[config.mk]
export PLATFORM = sky130hd
export DESIGN_NAME = pid_controller_clamped
export DESIGN_NICKNAME = d
export VERILOG_FILES = /design/src/rtl/core/pidc_pkg.sv /design/src/rtl/core/pidc_cfg.sv /design/src/rtl/core/pidc_err.sv /design/src/rtl/core/pidc_mul.sv /design/src/rtl/core/pidc_out.sv /design/src/rtl/core/pid_controller_clamped.sv
export SDC_FILE = /design/constraint.sdc
export NUM_CORES = 2
export LEC_CHECK = 0
export CAP_MARGIN = 20
export CORE_MARGIN = 2
export CORE_UTILIZATION = 48
export DETAILED_ROUTE_END_ITERATION = 7
export DONT_BUFFER_PORTS = 1
export MAX_ROUTING_LAYER = met4
export PLACE_DENSITY = 0.65
export SLEW_MARGIN = 20
export SYNTH_ARGS = -nofsm -noshare
export SYNTH_HDL_FRONTEND = slang
export SYNTH_HIERARCHICAL = 1
export SYNTH_SLANG_ARGS = --single-unit
[constraint.sdc]
create_clock -name clk -period 6.4 [get_ports clk]
set_clock_uncertainty 0.15 [all_clocks]
set_input_delay 1.28 -clock clk [delete_from_list [all_inputs] [get_ports clk]]
set_output_delay 1.28 -clock clk [all_outputs]
set_load 0.01 [all_outputs]
[src/rtl/core/pidc_pkg.sv]
// package for the clamped pid controller: widths, register map, config and stage types
// no dependencies; imported by every module of the block

package pidc_pkg;

	localparam int ENCODER_COUNTS = 8192;

	localparam int DATA_W  = 16;
	localparam int GAIN_W  = 24;
	localparam int LIM_W   = 15;
	localparam int FRAC_W  = 16;
	localparam int ERR_W   = DATA_W + 1;
	localparam int DIFF_W  = ERR_W + 1;
	localparam int P_W     = GAIN_W + ERR_W;
	localparam int D_W     = GAIN_W + DIFF_W;
	localparam int ACC_W   = LIM_W + FRAC_W + 1;
	localparam int ISUM_W  = P_W + 1;
	localparam int PD_W    = D_W + 1;
	localparam int SUM_W   = PD_W + 1;
	localparam int SHIFT_W = SUM_W - FRAC_W;

	localparam logic signed [ERR_W:0] WRAP_HALF = (ERR_W + 1)'(ENCODER_COUNTS / 2 - 1);
	localparam logic signed [ERR_W:0] WRAP_SPAN = (ERR_W + 1)'(ENCODER_COUNTS);

	localparam int NUM_REGS  = 6;
	localparam int APB_W     = 32;
	localparam int PADDR_W   = $clog2(NUM_REGS * 4);
	localparam int REG_IDX_W = PADDR_W - 2;

	typedef enum logic [REG_IDX_W-1:0] {
		REG_PROP_GAIN   = REG_IDX_W'(0),
		REG_INTEG_GAIN  = REG_IDX_W'(1),
		REG_DERIV_GAIN  = REG_IDX_W'(2),
		REG_INTEG_LIMIT = REG_IDX_W'(3),
		REG_DRIVE_LIMIT = REG_IDX_W'(4),
		REG_ANGLE_MODE  = REG_IDX_W'(5)
	} reg_idx_t;

	typedef struct packed {
		logic [GAIN_W-1:0] prop_gain;
		logic [GAIN_W-1:0] integ_gain;
		logic [GAIN_W-1:0] deriv_gain;
		logic [LIM_W-1:0]  integ_limit;
		logic [LIM_W-1:0]  drive_limit;
		logic              angle_wrap_mode;
	} cfg_t;

	typedef struct packed {
		logic signed [ERR_W-1:0]  err;
		logic signed [DIFF_W-1:0] diff;
	} err_item_t;

	typedef struct packed {
		logic signed [P_W-1:0] p;
		logic signed [P_W-1:0] ip;
		logic signed [D_W-1:0] d;
	} prod_item_t;

endpackage

[src/rtl/core/pidc_cfg.sv]
// apb register file holding gains, limits and the angle wrap mode
// depends on pidc_pkg

module pidc_cfg import pidc_pkg::*; (
	input  logic               clk,
	input  logic               arst_n,
	input  logic               psel,
	input  logic               penable,
	input  logic               pwrite,
	input  logic [PADDR_W-1:0] paddr,
	input  logic [APB_W-1:0]   pwdata,
	output logic [APB_W-1:0]   prdata,
	output logic               pready,
	output cfg_t               cfg
);

	cfg_t     cfg_q;
	reg_idx_t reg_idx;
	logic     wr_en;

	assign pready  = 1'b1;
	assign reg_idx = reg_idx_t'(paddr[PADDR_W-1:2]);
	assign wr_en   = psel && penable && pwrite && pready;
	assign cfg     = cfg_q;

	always_ff @(posedge clk or negedge arst_n) begin
		if (!arst_n) begin
			cfg_q <= '0;
		end else if (wr_en) begin
			unique case (reg_idx)
				REG_PROP_GAIN:   cfg_q.prop_gain       <= pwdata[GAIN_W-1:0];
				REG_INTEG_GAIN:  cfg_q.integ_gain      <= pwdata[GAIN_W-1:0];
				REG_DERIV_GAIN:  cfg_q.deriv_gain      <= pwdata[GAIN_W-1:0];
				REG_INTEG_LIMIT: cfg_q.integ_limit     <= pwdata[LIM_W-1:0];
				REG_DRIVE_LIMIT: cfg_q.drive_limit     <= pwdata[LIM_W-1:0];
				REG_ANGLE_MODE:  cfg_q.angle_wrap_mode <= pwdata[0];
				default: ;
			endcase
		end
	end

	always_comb begin
		unique case (reg_idx)
			REG_PROP_GAIN:   prdata = APB_W'(cfg_q.prop_gain);
			REG_INTEG_GAIN:  prdata = APB_W'(cfg_q.integ_gain);
			REG_DERIV_GAIN:  prdata = APB_W'(cfg_q.deriv_gain);
			REG_INTEG_LIMIT: prdata = APB_W'(cfg_q.integ_limit);
			REG_DRIVE_LIMIT: prdata = APB_W'(cfg_q.drive_limit);
			REG_ANGLE_MODE:  prdata = APB_W'(cfg_q.angle_wrap_mode);
			default:         prdata = '0;
		endcase
	end

endmodule

[src/rtl/core/pidc_err.sv]
// input register and error stage: difference, encoder wrap, error delta, last error state
// depends on pidc_pkg

module pidc_err import pidc_pkg::*; (
	input  logic                     clk,
	input  logic                     arst_n,
	input  logic                     in_valid,
	output logic                     in_ready,
	input  logic signed [DATA_W-1:0] setpoint,
	input  logic signed [DATA_W-1:0] measured,
	input  logic                     angle_wrap_mode,
	output logic                     item_valid,
	input  logic                     item_ready,
	output err_item_t                item
);

	logic                     v_s1;
	logic                     v_s2;
	logic signed [DATA_W-1:0] sp_s1;
	logic signed [DATA_W-1:0] fb_s1;
	err_item_t                item_s2;
	logic signed [ERR_W-1:0]  last_error_q;

	logic signed [ERR_W:0]    raw;
	logic signed [ERR_W:0]    sub_wrap;
	logic signed [ERR_W:0]    add_wrap;
	logic signed [ERR_W-1:0]  err;
	logic signed [DIFF_W-1:0] diff;
	logic                     rdy_s2;
	logic                     take_s2;

	assign rdy_s2   = !v_s2 || item_ready;
	assign in_ready = !v_s1 || rdy_s2;
	assign take_s2  = v_s1 && rdy_s2;

	// wrap tests run in order: subtract first, then add
	assign raw      = (ERR_W + 1)'(sp_s1) - (ERR_W + 1)'(fb_s1);
	assign sub_wrap = (angle_wrap_mode && raw > WRAP_HALF) ? raw - WRAP_SPAN : raw;
	assign add_wrap = (angle_wrap_mode && sub_wrap < -WRAP_HALF) ? sub_wrap + WRAP_SPAN
		: sub_wrap;
	assign err      = ERR_W'(add_wrap);
	assign diff     = DIFF_W'(err) - DIFF_W'(last_error_q);

	always_ff @(posedge clk or negedge arst_n) begin
		if (!arst_n) begin
			v_s1         <= 1'b0;
			v_s2         <= 1'b0;
			last_error_q <= '0;
		end else begin
			if (in_ready) v_s1 <= in_valid;
			if (rdy_s2) v_s2 <= v_s1;
			if (take_s2) last_error_q <= err;
		end
	end

	always_ff @(posedge clk) begin
		if (in_ready && in_valid) begin
			sp_s1 <= setpoint;
			fb_s1 <= measured;
		end
		if (take_s2) begin
			item_s2.err  <= err;
			item_s2.diff <= diff;
		end
	end

	assign item_valid = v_s2;
	assign item       = item_s2;

endmodule

[src/rtl/core/pidc_mul.sv]
// product stage: proportional, integral increment and derivative products
// depends on pidc_pkg

module pidc_mul import pidc_pkg::*; (
	input  logic              clk,
	input  logic              arst_n,
	input  cfg_t              cfg,
	input  logic              item_valid,
	output logic              item_ready,
	input  err_item_t         item,
	output logic              prod_valid,
	input  logic              prod_ready,
	output prod_item_t        prod
);

	logic                  v_s3;
	prod_item_t            prod_s3;
	logic signed [P_W-1:0] p;
	logic signed [P_W-1:0] ip;
	logic signed [D_W-1:0] d;
	logic                  take_s3;

	assign item_ready = !v_s3 || prod_ready;
	assign take_s3    = item_valid && item_ready;

	assign p  = signed'(P_W'(cfg.prop_gain)) * P_W'(item.err);
	assign ip = signed'(P_W'(cfg.integ_gain)) * P_W'(item.err);
	assign d  = signed'(D_W'(cfg.deriv_gain)) * D_W'(item.diff);

	always_ff @(posedge clk or negedge arst_n) begin
		if (!arst_n) begin
			v_s3 <= 1'b0;
		end else if (item_ready) begin
			v_s3 <= item_valid;
		end
	end

	always_ff @(posedge clk) begin
		if (take_s3) begin
			prod_s3.p  <= p;
			prod_s3.ip <= ip;
			prod_s3.d  <= d;
		end
	end

	assign prod_valid = v_s3;
	assign prod       = prod_s3;

endmodule

[src/rtl/core/pidc_out.sv]
// integral accumulator with clamp, term sum, shift to whole units, drive clamp, output register
// depends on pidc_pkg

module pidc_out import pidc_pkg::*; (
	input  logic                     clk,
	input  logic                     arst_n,
	input  cfg_t                     cfg,
	input  logic                     prod_valid,
	output logic                     prod_ready,
	input  prod_item_t               prod,
	output logic                     out_valid,
	input  logic                     out_ready,
	output logic signed [DATA_W-1:0] drive
);

	logic                      v_s4;
	logic signed [PD_W-1:0]    pd_s4;
	logic signed [ACC_W-1:0]   acc_q;
	logic                      out_valid_q;
	logic signed [DATA_W-1:0]  drive_q;

	logic signed [ISUM_W-1:0]  isum;
	logic signed [ISUM_W-1:0]  ilim;
	logic signed [ACC_W-1:0]   acc_next;
	logic signed [PD_W-1:0]    pd;
	logic signed [SUM_W-1:0]   sum;
	logic signed [SHIFT_W-1:0] whole;
	logic signed [SHIFT_W-1:0] dlim;
	logic signed [DATA_W-1:0]  drive_next;
	logic                      rdy_o;
	logic                      take_s4;
	logic                      take_o;

	assign rdy_o      = !out_valid_q || out_ready;
	assign prod_ready = !v_s4 || rdy_o;
	assign take_s4    = prod_valid && prod_ready;
	assign take_o     = v_s4 && rdy_o;

	assign isum = ISUM_W'(acc_q) + ISUM_W'(prod.ip);
	assign ilim = signed'(ISUM_W'({cfg.integ_limit, {FRAC_W{1'b0}}}));

	always_comb begin
		priority if (isum >= ilim) begin
			acc_next = ACC_W'(ilim);
		end else if (isum <= -ilim) begin
			acc_next = ACC_W'(-ilim);
		end else begin
			acc_next = ACC_W'(isum);
		end
	end

	assign pd = PD_W'(prod.p) + PD_W'(prod.d);

	// acc_q already holds this item's integral while it sits in s4
	assign sum   = SUM_W'(pd_s4) + SUM_W'(acc_q);
	assign whole = SHIFT_W'(sum >>> FRAC_W);
	assign dlim  = signed'(SHIFT_W'(cfg.drive_limit));

	always_comb begin
		priority if (whole >= dlim) begin
			drive_next = DATA_W'(dlim);
		end else if (whole <= -dlim) begin
			drive_next = DATA_W'(-dlim);
		end else begin
			drive_next = DATA_W'(whole);
		end
	end

	always_ff @(posedge clk or negedge arst_n) begin
		if (!arst_n) begin
			v_s4        <= 1'b0;
			out_valid_q <= 1'b0;
			acc_q       <= '0;
		end else begin
			if (prod_ready) v_s4 <= prod_valid;
			if (rdy_o) out_valid_q <= v_s4;
			if (take_s4) acc_q <= acc_next;
		end
	end

	always_ff @(posedge clk) begin
		if (take_s4) pd_s4 <= pd;
		if (take_o) drive_q <= drive_next;
	end

	assign out_valid = out_valid_q;
	assign drive     = drive_q;

endmodule

[src/rtl/core/pid_controller_clamped.sv]
// top level of the clamped positional pid controller
// depends on pidc_pkg, pidc_cfg, pidc_err, pidc_mul, pidc_out
//
// usage:
// - gains, limits and the angle wrap mode are written through the apb port
//   (register i at byte address 4*i); pready is always high, reads return
//   the register value
// - one item per sample: setpoint and measured on in_valid/in_ready, one
//   drive value per item on out_valid/out_ready, in the same order
// - the drive for an item passes through the input register, error stage,
//   product stage, integral stage and output register, in that order
// - throughput: one item per cycle while out_ready is high; the integral and
//   last error updates each close in a single stage, so consecutive items need no spacing
// - when the receiver stalls, each stage keeps taking items until it is full,
//   so up to five items are absorbed before in_ready drops
// - reset clears the config registers, the valid flags, the last error and
//   the integral to zero and empties the pipeline; data registers are not reset

module pid_controller_clamped import pidc_pkg::*; (
	input  logic                     clk,
	input  logic                     arst_n,
	input  logic                     psel,
	input  logic                     penable,
	input  logic                     pwrite,
	input  logic [PADDR_W-1:0]       paddr,
	input  logic [APB_W-1:0]         pwdata,
	output logic [APB_W-1:0]         prdata,
	output logic                     pready,
	input  logic                     in_valid,
	output logic                     in_ready,
	input  logic signed [DATA_W-1:0] setpoint,
	input  logic signed [DATA_W-1:0] measured,
	output logic                     out_valid,
	input  logic                     out_ready,
	output logic signed [DATA_W-1:0] drive
);

	cfg_t       cfg;
	logic       err_valid;
	logic       err_ready;
	err_item_t  err_item;
	logic       prod_valid;
	logic       prod_ready;
	prod_item_t prod_item;

	pidc_cfg u_cfg (
		.clk     (clk),
		.arst_n  (arst_n),
		.psel    (psel),
		.penable (penable),
		.pwrite  (pwrite),
		.paddr   (paddr),
		.pwdata  (pwdata),
		.prdata  (prdata),
		.pready  (pready),
		.cfg     (cfg)
	);

	pidc_err u_err (
		.clk             (clk),
		.arst_n          (arst_n),
		.in_valid        (in_valid),
		.in_ready        (in_ready),
		.setpoint        (setpoint),
		.measured        (measured),
		.angle_wrap_mode (cfg.angle_wrap_mode),
		.item_valid      (err_valid),
		.item_ready      (err_ready),
		.item            (err_item)
	);

	pidc_mul u_mul (
		.clk        (clk),
		.arst_n     (arst_n),
		.cfg        (cfg),
		.item_valid (err_valid),
		.item_ready (err_ready),
		.item       (err_item),
		.prod_valid (prod_valid),
		.prod_ready (prod_ready),
		.prod       (prod_item)
	);

	pidc_out u_out (
		.clk        (clk),
		.arst_n     (arst_n),
		.cfg        (cfg),
		.prod_valid (prod_valid),
		.prod_ready (prod_ready),
		.prod       (prod_item),
		.out_valid  (out_valid),
		.out_ready  (out_ready),
		.drive      (drive)
	);

	// an empty output register lets every stage move, so input is open
	a_ready_when_drained: assert property (@(posedge clk) disable iff (!arst_n)
		!out_valid |-> in_ready)
		else $error("in_ready low with empty output register");

	// the drive clamp never yields the most negative code
	a_drive_in_range: assert property (@(posedge clk) disable iff (!arst_n)
		out_valid |-> drive != signed'(DATA_W'(1) << (DATA_W - 1)))
		else $error("drive outside clamp range");

	// an item leaving the error stage with a full downstream must not be dropped
	a_no_overrun: assert property (@(posedge clk) disable iff (!arst_n)
		err_valid && !err_ready |=> err_valid)
		else $error("error stage item lost while stalled");

endmodule

-- After elaboration in Yosys (flattened, before gate mapping)
Index checks and enable logic that the tools add are counted.
- reductions and logical operators: 26
- equality and inequality tests: 5
- muxes and demuxes: 7
- $add $sub $neg: 9
- multipliers: 3
- order comparisons: 6
- operators with widths (kind ; count):
    24-bit case mux with 6 select lines ; 1
    25-bit by 17-bit multiplier with 41-bit output ; 2
    32-bit two-way mux ; 2
    43-bit by 32-bit adder with 44-bit output ; 1
    41-bit by 42-bit adder with 43-bit output ; 1
    32-bit by 41-bit adder with 42-bit output ; 1
    42-bit by 32-bit >= comparator with 1-bit output ; 1
    42-bit <= comparator ; 1
    25-bit by 18-bit multiplier with 42-bit output ; 1
    31-bit negator with 42-bit output ; 1
    28-bit by 16-bit >= comparator with 1-bit output ; 1
    28-bit <= comparator ; 1
    15-bit negator with 28-bit output ; 1
    18-bit by 13-bit > comparator with 1-bit output, second input constant ; 1
    18-bit by 13-bit < comparator with 1-bit output, second input constant ; 1
    18-bit two-way mux ; 1
    17-bit by 17-bit subtractor with 18-bit output ; 1
    18-bit by 15-bit subtractor with 18-bit output, second input constant ; 1
    17-bit by 15-bit adder with 17-bit output, second input constant ; 1
    17-bit two-way mux ; 1
    16-bit by 16-bit subtractor with 17-bit output ; 1
    16-bit two-way mux ; 1
    15-bit two-way mux ; 1
    2-bit AND reduction ; 6
    other kinds (7) ; 25
- output and inout bits: 51
- logic and storage cells: 79
- bits in registers: 407

-- Logic depth before layout (Yosys ltp)
- depth in word-level cells: 8
- mapped depth: 26
- gate-level depth less buffers: 24

-- Cells and area by module
Netlist, hierarchy kept.
- by module, submodules not included (module ; cells an instance ; instances ; area each (sq um) ; seq. area each (sq um)):
    pidc_mul ; 4913 ; 1 ; 45044.5 ; 3748.6
    pidc_out ; 1557 ; 1 ; 12897.4 ; 2622.5
    pidc_err ; 477 ; 1 ; 5178.7 ; 2487.4
    pidc_cfg ; 354 ; 1 ; 4844.6 ; 2577.5

-- Worst setup path after synthesis
No wires, ideal clock.
- kind: register to register
- start point: register u_err.item_s2, in the netlist u_err/item[34]
- end point: register u_mul.prod_s3, in the netlist u_mul/prod[80] (data pin)
- clock period less this slack: 6.797 ns
- required time: 5.992 ns
- setup time: 0.258 ns
- stages on the path, launching flop included: 25
- arrival: 6.390 ns
- path buffers: 2
- slack: -0.397 ns
- cells stage by stage: edfxtp_1 -> clkbuf_1 -> inv_1 -> clkbuf_1 -> nor2_1 -> fa_1 -> inv_1 -> fa_1 -> fa_1 -> inv_1 -> fa_1 -> fa_1 -> inv_1 -> fa_1 -> inv_1 -> ha_1 -> nand4_1 -> nor4_1 -> and2_1 -> a311oi_1 -> a21boi_0 -> o22ai_1 -> o31a_1 -> nor2b_1 -> xnor2_1
- longest elaborated chain between the ends: 1
- ends and longest elaborated chain (what ; line ; RTL):
    start, declared ; pidc_err.sv:21 ; err_item_t item_s2;
    25-bit by 17-bit multiplier with 41-bit output ; pidc_mul.sv:27 ; assign ip = signed'(P_W'(cfg.integ_gain)) * P_W'(item.err);
    via u_mul.ip[38] ; pidc_mul.sv:19 ; logic signed [P_W-1:0] ip;
    end, declared ; pidc_mul.sv:17 ; prod_item_t prod_s3;
The timed path passes the listed nets, and every way through them passes these cells.
A chain may end at the register's enable or synchronous reset.

-- Worst setup path after layout
- start point: register u_err.item_s2, in the netlist u_err/item[25]
- end point: register u_mul.prod_s3, in the netlist u_mul/prod[120] (data pin)
- longest elaborated chain between the ends: 1
- ends and longest elaborated chain (what ; line ; RTL):
    25-bit by 17-bit multiplier with 41-bit output ; pidc_mul.sv:26 ; assign p = signed'(P_W'(cfg.prop_gain)) * P_W'(item.err);
    via u_mul.p[37] ; pidc_mul.sv:18 ; logic signed [P_W-1:0] p;
The timed path passes the listed nets, and every way through them passes these cells.

==> metrics.cfg <==
[run_status]
status=finished with violations
violations=negative setup slack

[synth]
ys.flop_type=edfxtp_1
synth_top_area_share=0.299
syn_area_per_cell_um2=9.31
ys_async_sr_fraction=0.386
synthTopCellsByArea=fa_1, ha_1, edfxtp_1
syn_area_um2=68000
yosysSeqAreaShare=0.168
ys_warn_count=6
synth_cell_type_count=132
synth-edff-count=250
ys_seq_elements=407
yosysTopAreaCell=fa_1
synth_cells=7301

[routing]
wirelength_um=207000
ant_nets=0
wire_per_inst_um=21.2
drc=0
viasPerCell=5.50
num_vias=53600
drt_iter0_markers=3772
firstDrtPassIters=6

[clock_tree]
cts_buffers=51
cts.sinks=407
clk_pin_slew_ns=0.07
root_buffer=clkbuf_16
ctsHoldBuffers=0
max-clock-path-buffers=3
cts_tree=done
worst_skew_pair.late_latency_ns=0.68
htreeDepth=2

[worst_setup_path]
crit_start=u_err/item[25]
crit_required_ns=6.64
path_class=reg -> reg
rrSetupSlack_ns=-0.35
endpoint_kind=flip-flop
arrival_ns=6.99
path_max_fanout=5
critPathLaunchType=flip-flop
r2r_start=u_err/item[25]

[global_routing]
grt_pass1_wl_um=319000
overflow=0
grt_pass1_vias=55400
antenna_found_initial=16
grt_max_degree=158
grt_usage=0.293

[floorplan]
die_h_um=380
pin_count=127
initial_core_util=0.482
die_x_um=380
die_area_um2=145000
core_area_um2=141000
rows=138

[placed_design]
placed_cell_area_um2=74500
dpl_worst_slack_ns=-0.562
place_congestion=0.975
dp_hpwl_um=166000
portBuffers=0

[sta]
post-route-period-util=1.05
hold_violations=0
slew_viol_final=0
slew_headroom=0.348
rsz0062_at_grt=yes
worstMarginPinSlew_ns=0.967
finalCriticalPeriod_ns=6.75
setup_ws_ns=-0.350
setup_viol=25
fmax_mhz=148

[finish]
layout.nets=9545
syn_to_final_growth_pct=16.9
drive_gt1_frac=0.183
postLayoutCellArea_um2=79500

[flow_run]
maxCapViolCount=0

[min_path]
min_path_type=in -> async

-- cell usage in the layout (no fill, tap or decap), drive strengths merged, types with 21 or more instances in the layout --
| cell | netlist | final |
|---|---|---|
| a211oi | 46 | 46 |
| a21o | 153 | 153 |
| a21oi | 272 | 272 |
| a31oi | 34 | 34 |
| and2 | 550 | 550 |
| and3 | 39 | 39 |
| buf | 56 | 739 |
| clkbuf | 252 | 64 |
| dfrtp | 157 | 157 |
| diode | 0 | 23 |
| edfxtp | 250 | 250 |
| fa | 1014 | 1014 |
| ha | 660 | 660 |
| inv | 1372 | 1379 |
| mux2 | 129 | 129 |
| mux2i | 28 | 28 |
| nand2 | 875 | 875 |
| nand2b | 73 | 73 |
| nand3 | 72 | 72 |
| nand4 | 51 | 51 |
| nor2 | 228 | 228 |
| nor2b | 53 | 53 |
| nor3 | 60 | 60 |
| nor4 | 33 | 33 |
| o211ai | 21 | 21 |
| o21a | 40 | 40 |
| o21ai | 182 | 182 |
| o21bai | 33 | 33 |
| o31ai | 26 | 26 |
| xnor2 | 168 | 168 |
| xor2 | 87 | 87 |
-- routing by layer --
| layer | wire [µm] | track usage |
|---|---|---|
| met2 | 95800 | 0.458 |
| met4 | 12600 | 0.148 |
| met1 | 85600 | 0.372 |
| met5 | 0 | - |
| met3 | 13100 | 0.0425 |
-- final cells by class --
class	instances	area, µm²
timing repair buffer	743	6880
inverter	1373	5160
clock buffer	60	1330
multi-input combinational	5219	51800
sequential	407	11500
clock inverter	36	392
fill	12300	61600
tap	1890	2360
antenna	23	57.6
-- stage by stage --
step | hold WS [ns] | utilization | cells | TNS (ns)
final | 0.160 | 0.563 | 9751 | -3.81
after global routing | 0.143 | 0.563 | 9749 | -9.12
after CTS | 0.121 | 0.551 | 9669 | -2.89
after detailed placement | 0.324 | 0.528 | 9513 | -12.89
after global placement | 0.316 | 0.528 | 9513 | -11.48
after floorplan | 0.299 | - | 7308 | -0.0110
-- Yosys cell counts (all sizes together) (39+ instances only) --
cell	number
a211oi	46
a21o	153
a21oi	272
and2	550
and3	39
buf	56
clkbuf	252
dfrtp	157
edfxtp	250
fa	1014
ha	660
inv	1372
mux2	129
nand2	875
nand2b	73
nand3	72
nand4	51
nor2	228
nor2b	53
nor3	60
o21a	40
o21ai	182
xnor2	168
xor2	87
-- worst paths after layout --
| path | cells past startpoint | to |
|---|---|---|
| max | 23 | u_mul/prod[120] |
| min | 0 | u_cfg/cfg[10] |
| max reg2reg | 23 | u_mul/prod[120] |
| min reg2reg | 2 | u_err/last_error_q[7] |
| max in group asynchronous | 0 | u_cfg/cfg[41] |
| min in group clk | 2 | u_err/last_error_q[7] |
-- critical path, stage by stage (launching register included) --
cell and delay, ns:
edfxtp_1 0.48, buf_6 0.19, clkbuf_16 0.16, and2_4 0.14, fa_1 0.53, inv_1 0.05, fa_1 0.45, fa_1 0.49
inv_1 0.05, fa_1 0.47, fa_1 0.54, inv_2 0.04, fa_1 0.49, inv_2 0.05, ha_4 0.24, a211oi_2 0.25
nand4_1 0.21, a31o_4 0.29, a221o_2 0.41, a311oi_4 0.29, buf_6 0.18, o311ai_4 0.09, a21oi_2 0.16, xnor2_1 0.08
-- sequential cells by signal (all words and copies together) (netlist names) --
signal              cells
u_cfg/cfg             103
u_err/fb_s1            16
u_err/item             35
u_err/item_valid        1
u_err/last_error_q     17
u_err/sp_s1            16
u_err/v_s1              1
u_mul/prod            124
u_mul/prod_valid        1
u_out/acc_q            32
u_out/drive            16
u_out/out_valid         1
u_out/pd_s4            43
u_out/v_s4              1
-- cells by family after synthesis --
family | after synthesis | share of synthesized area
AOI/OAI and AO/OA | 995 | 0.0999
xor gates and xnor gates | 255 | 0.0330
adders and majority gates | 1674 | 0.420
buffers and inverters | 1682 | 0.0961
DFF | 407 | 0.168
muxes | 158 | 0.0259
other | 2 | 0.000110
and+or+nand+nor | 2128 | 0.157
-- what timing repair did --
| item | CTS | global route |
|---|---|---|
| pin swaps | 134 | 301 |
| gates resized for setup | 204 | 339 |
| cloned | 4 | 5 |
| setup endpoints to repair | 48 | 89 |
| setup buffers | 56 | 65 |
Power is not shown: default switching activity piles up to over one toggle a cycle in this logic, so the estimate is an artifact.
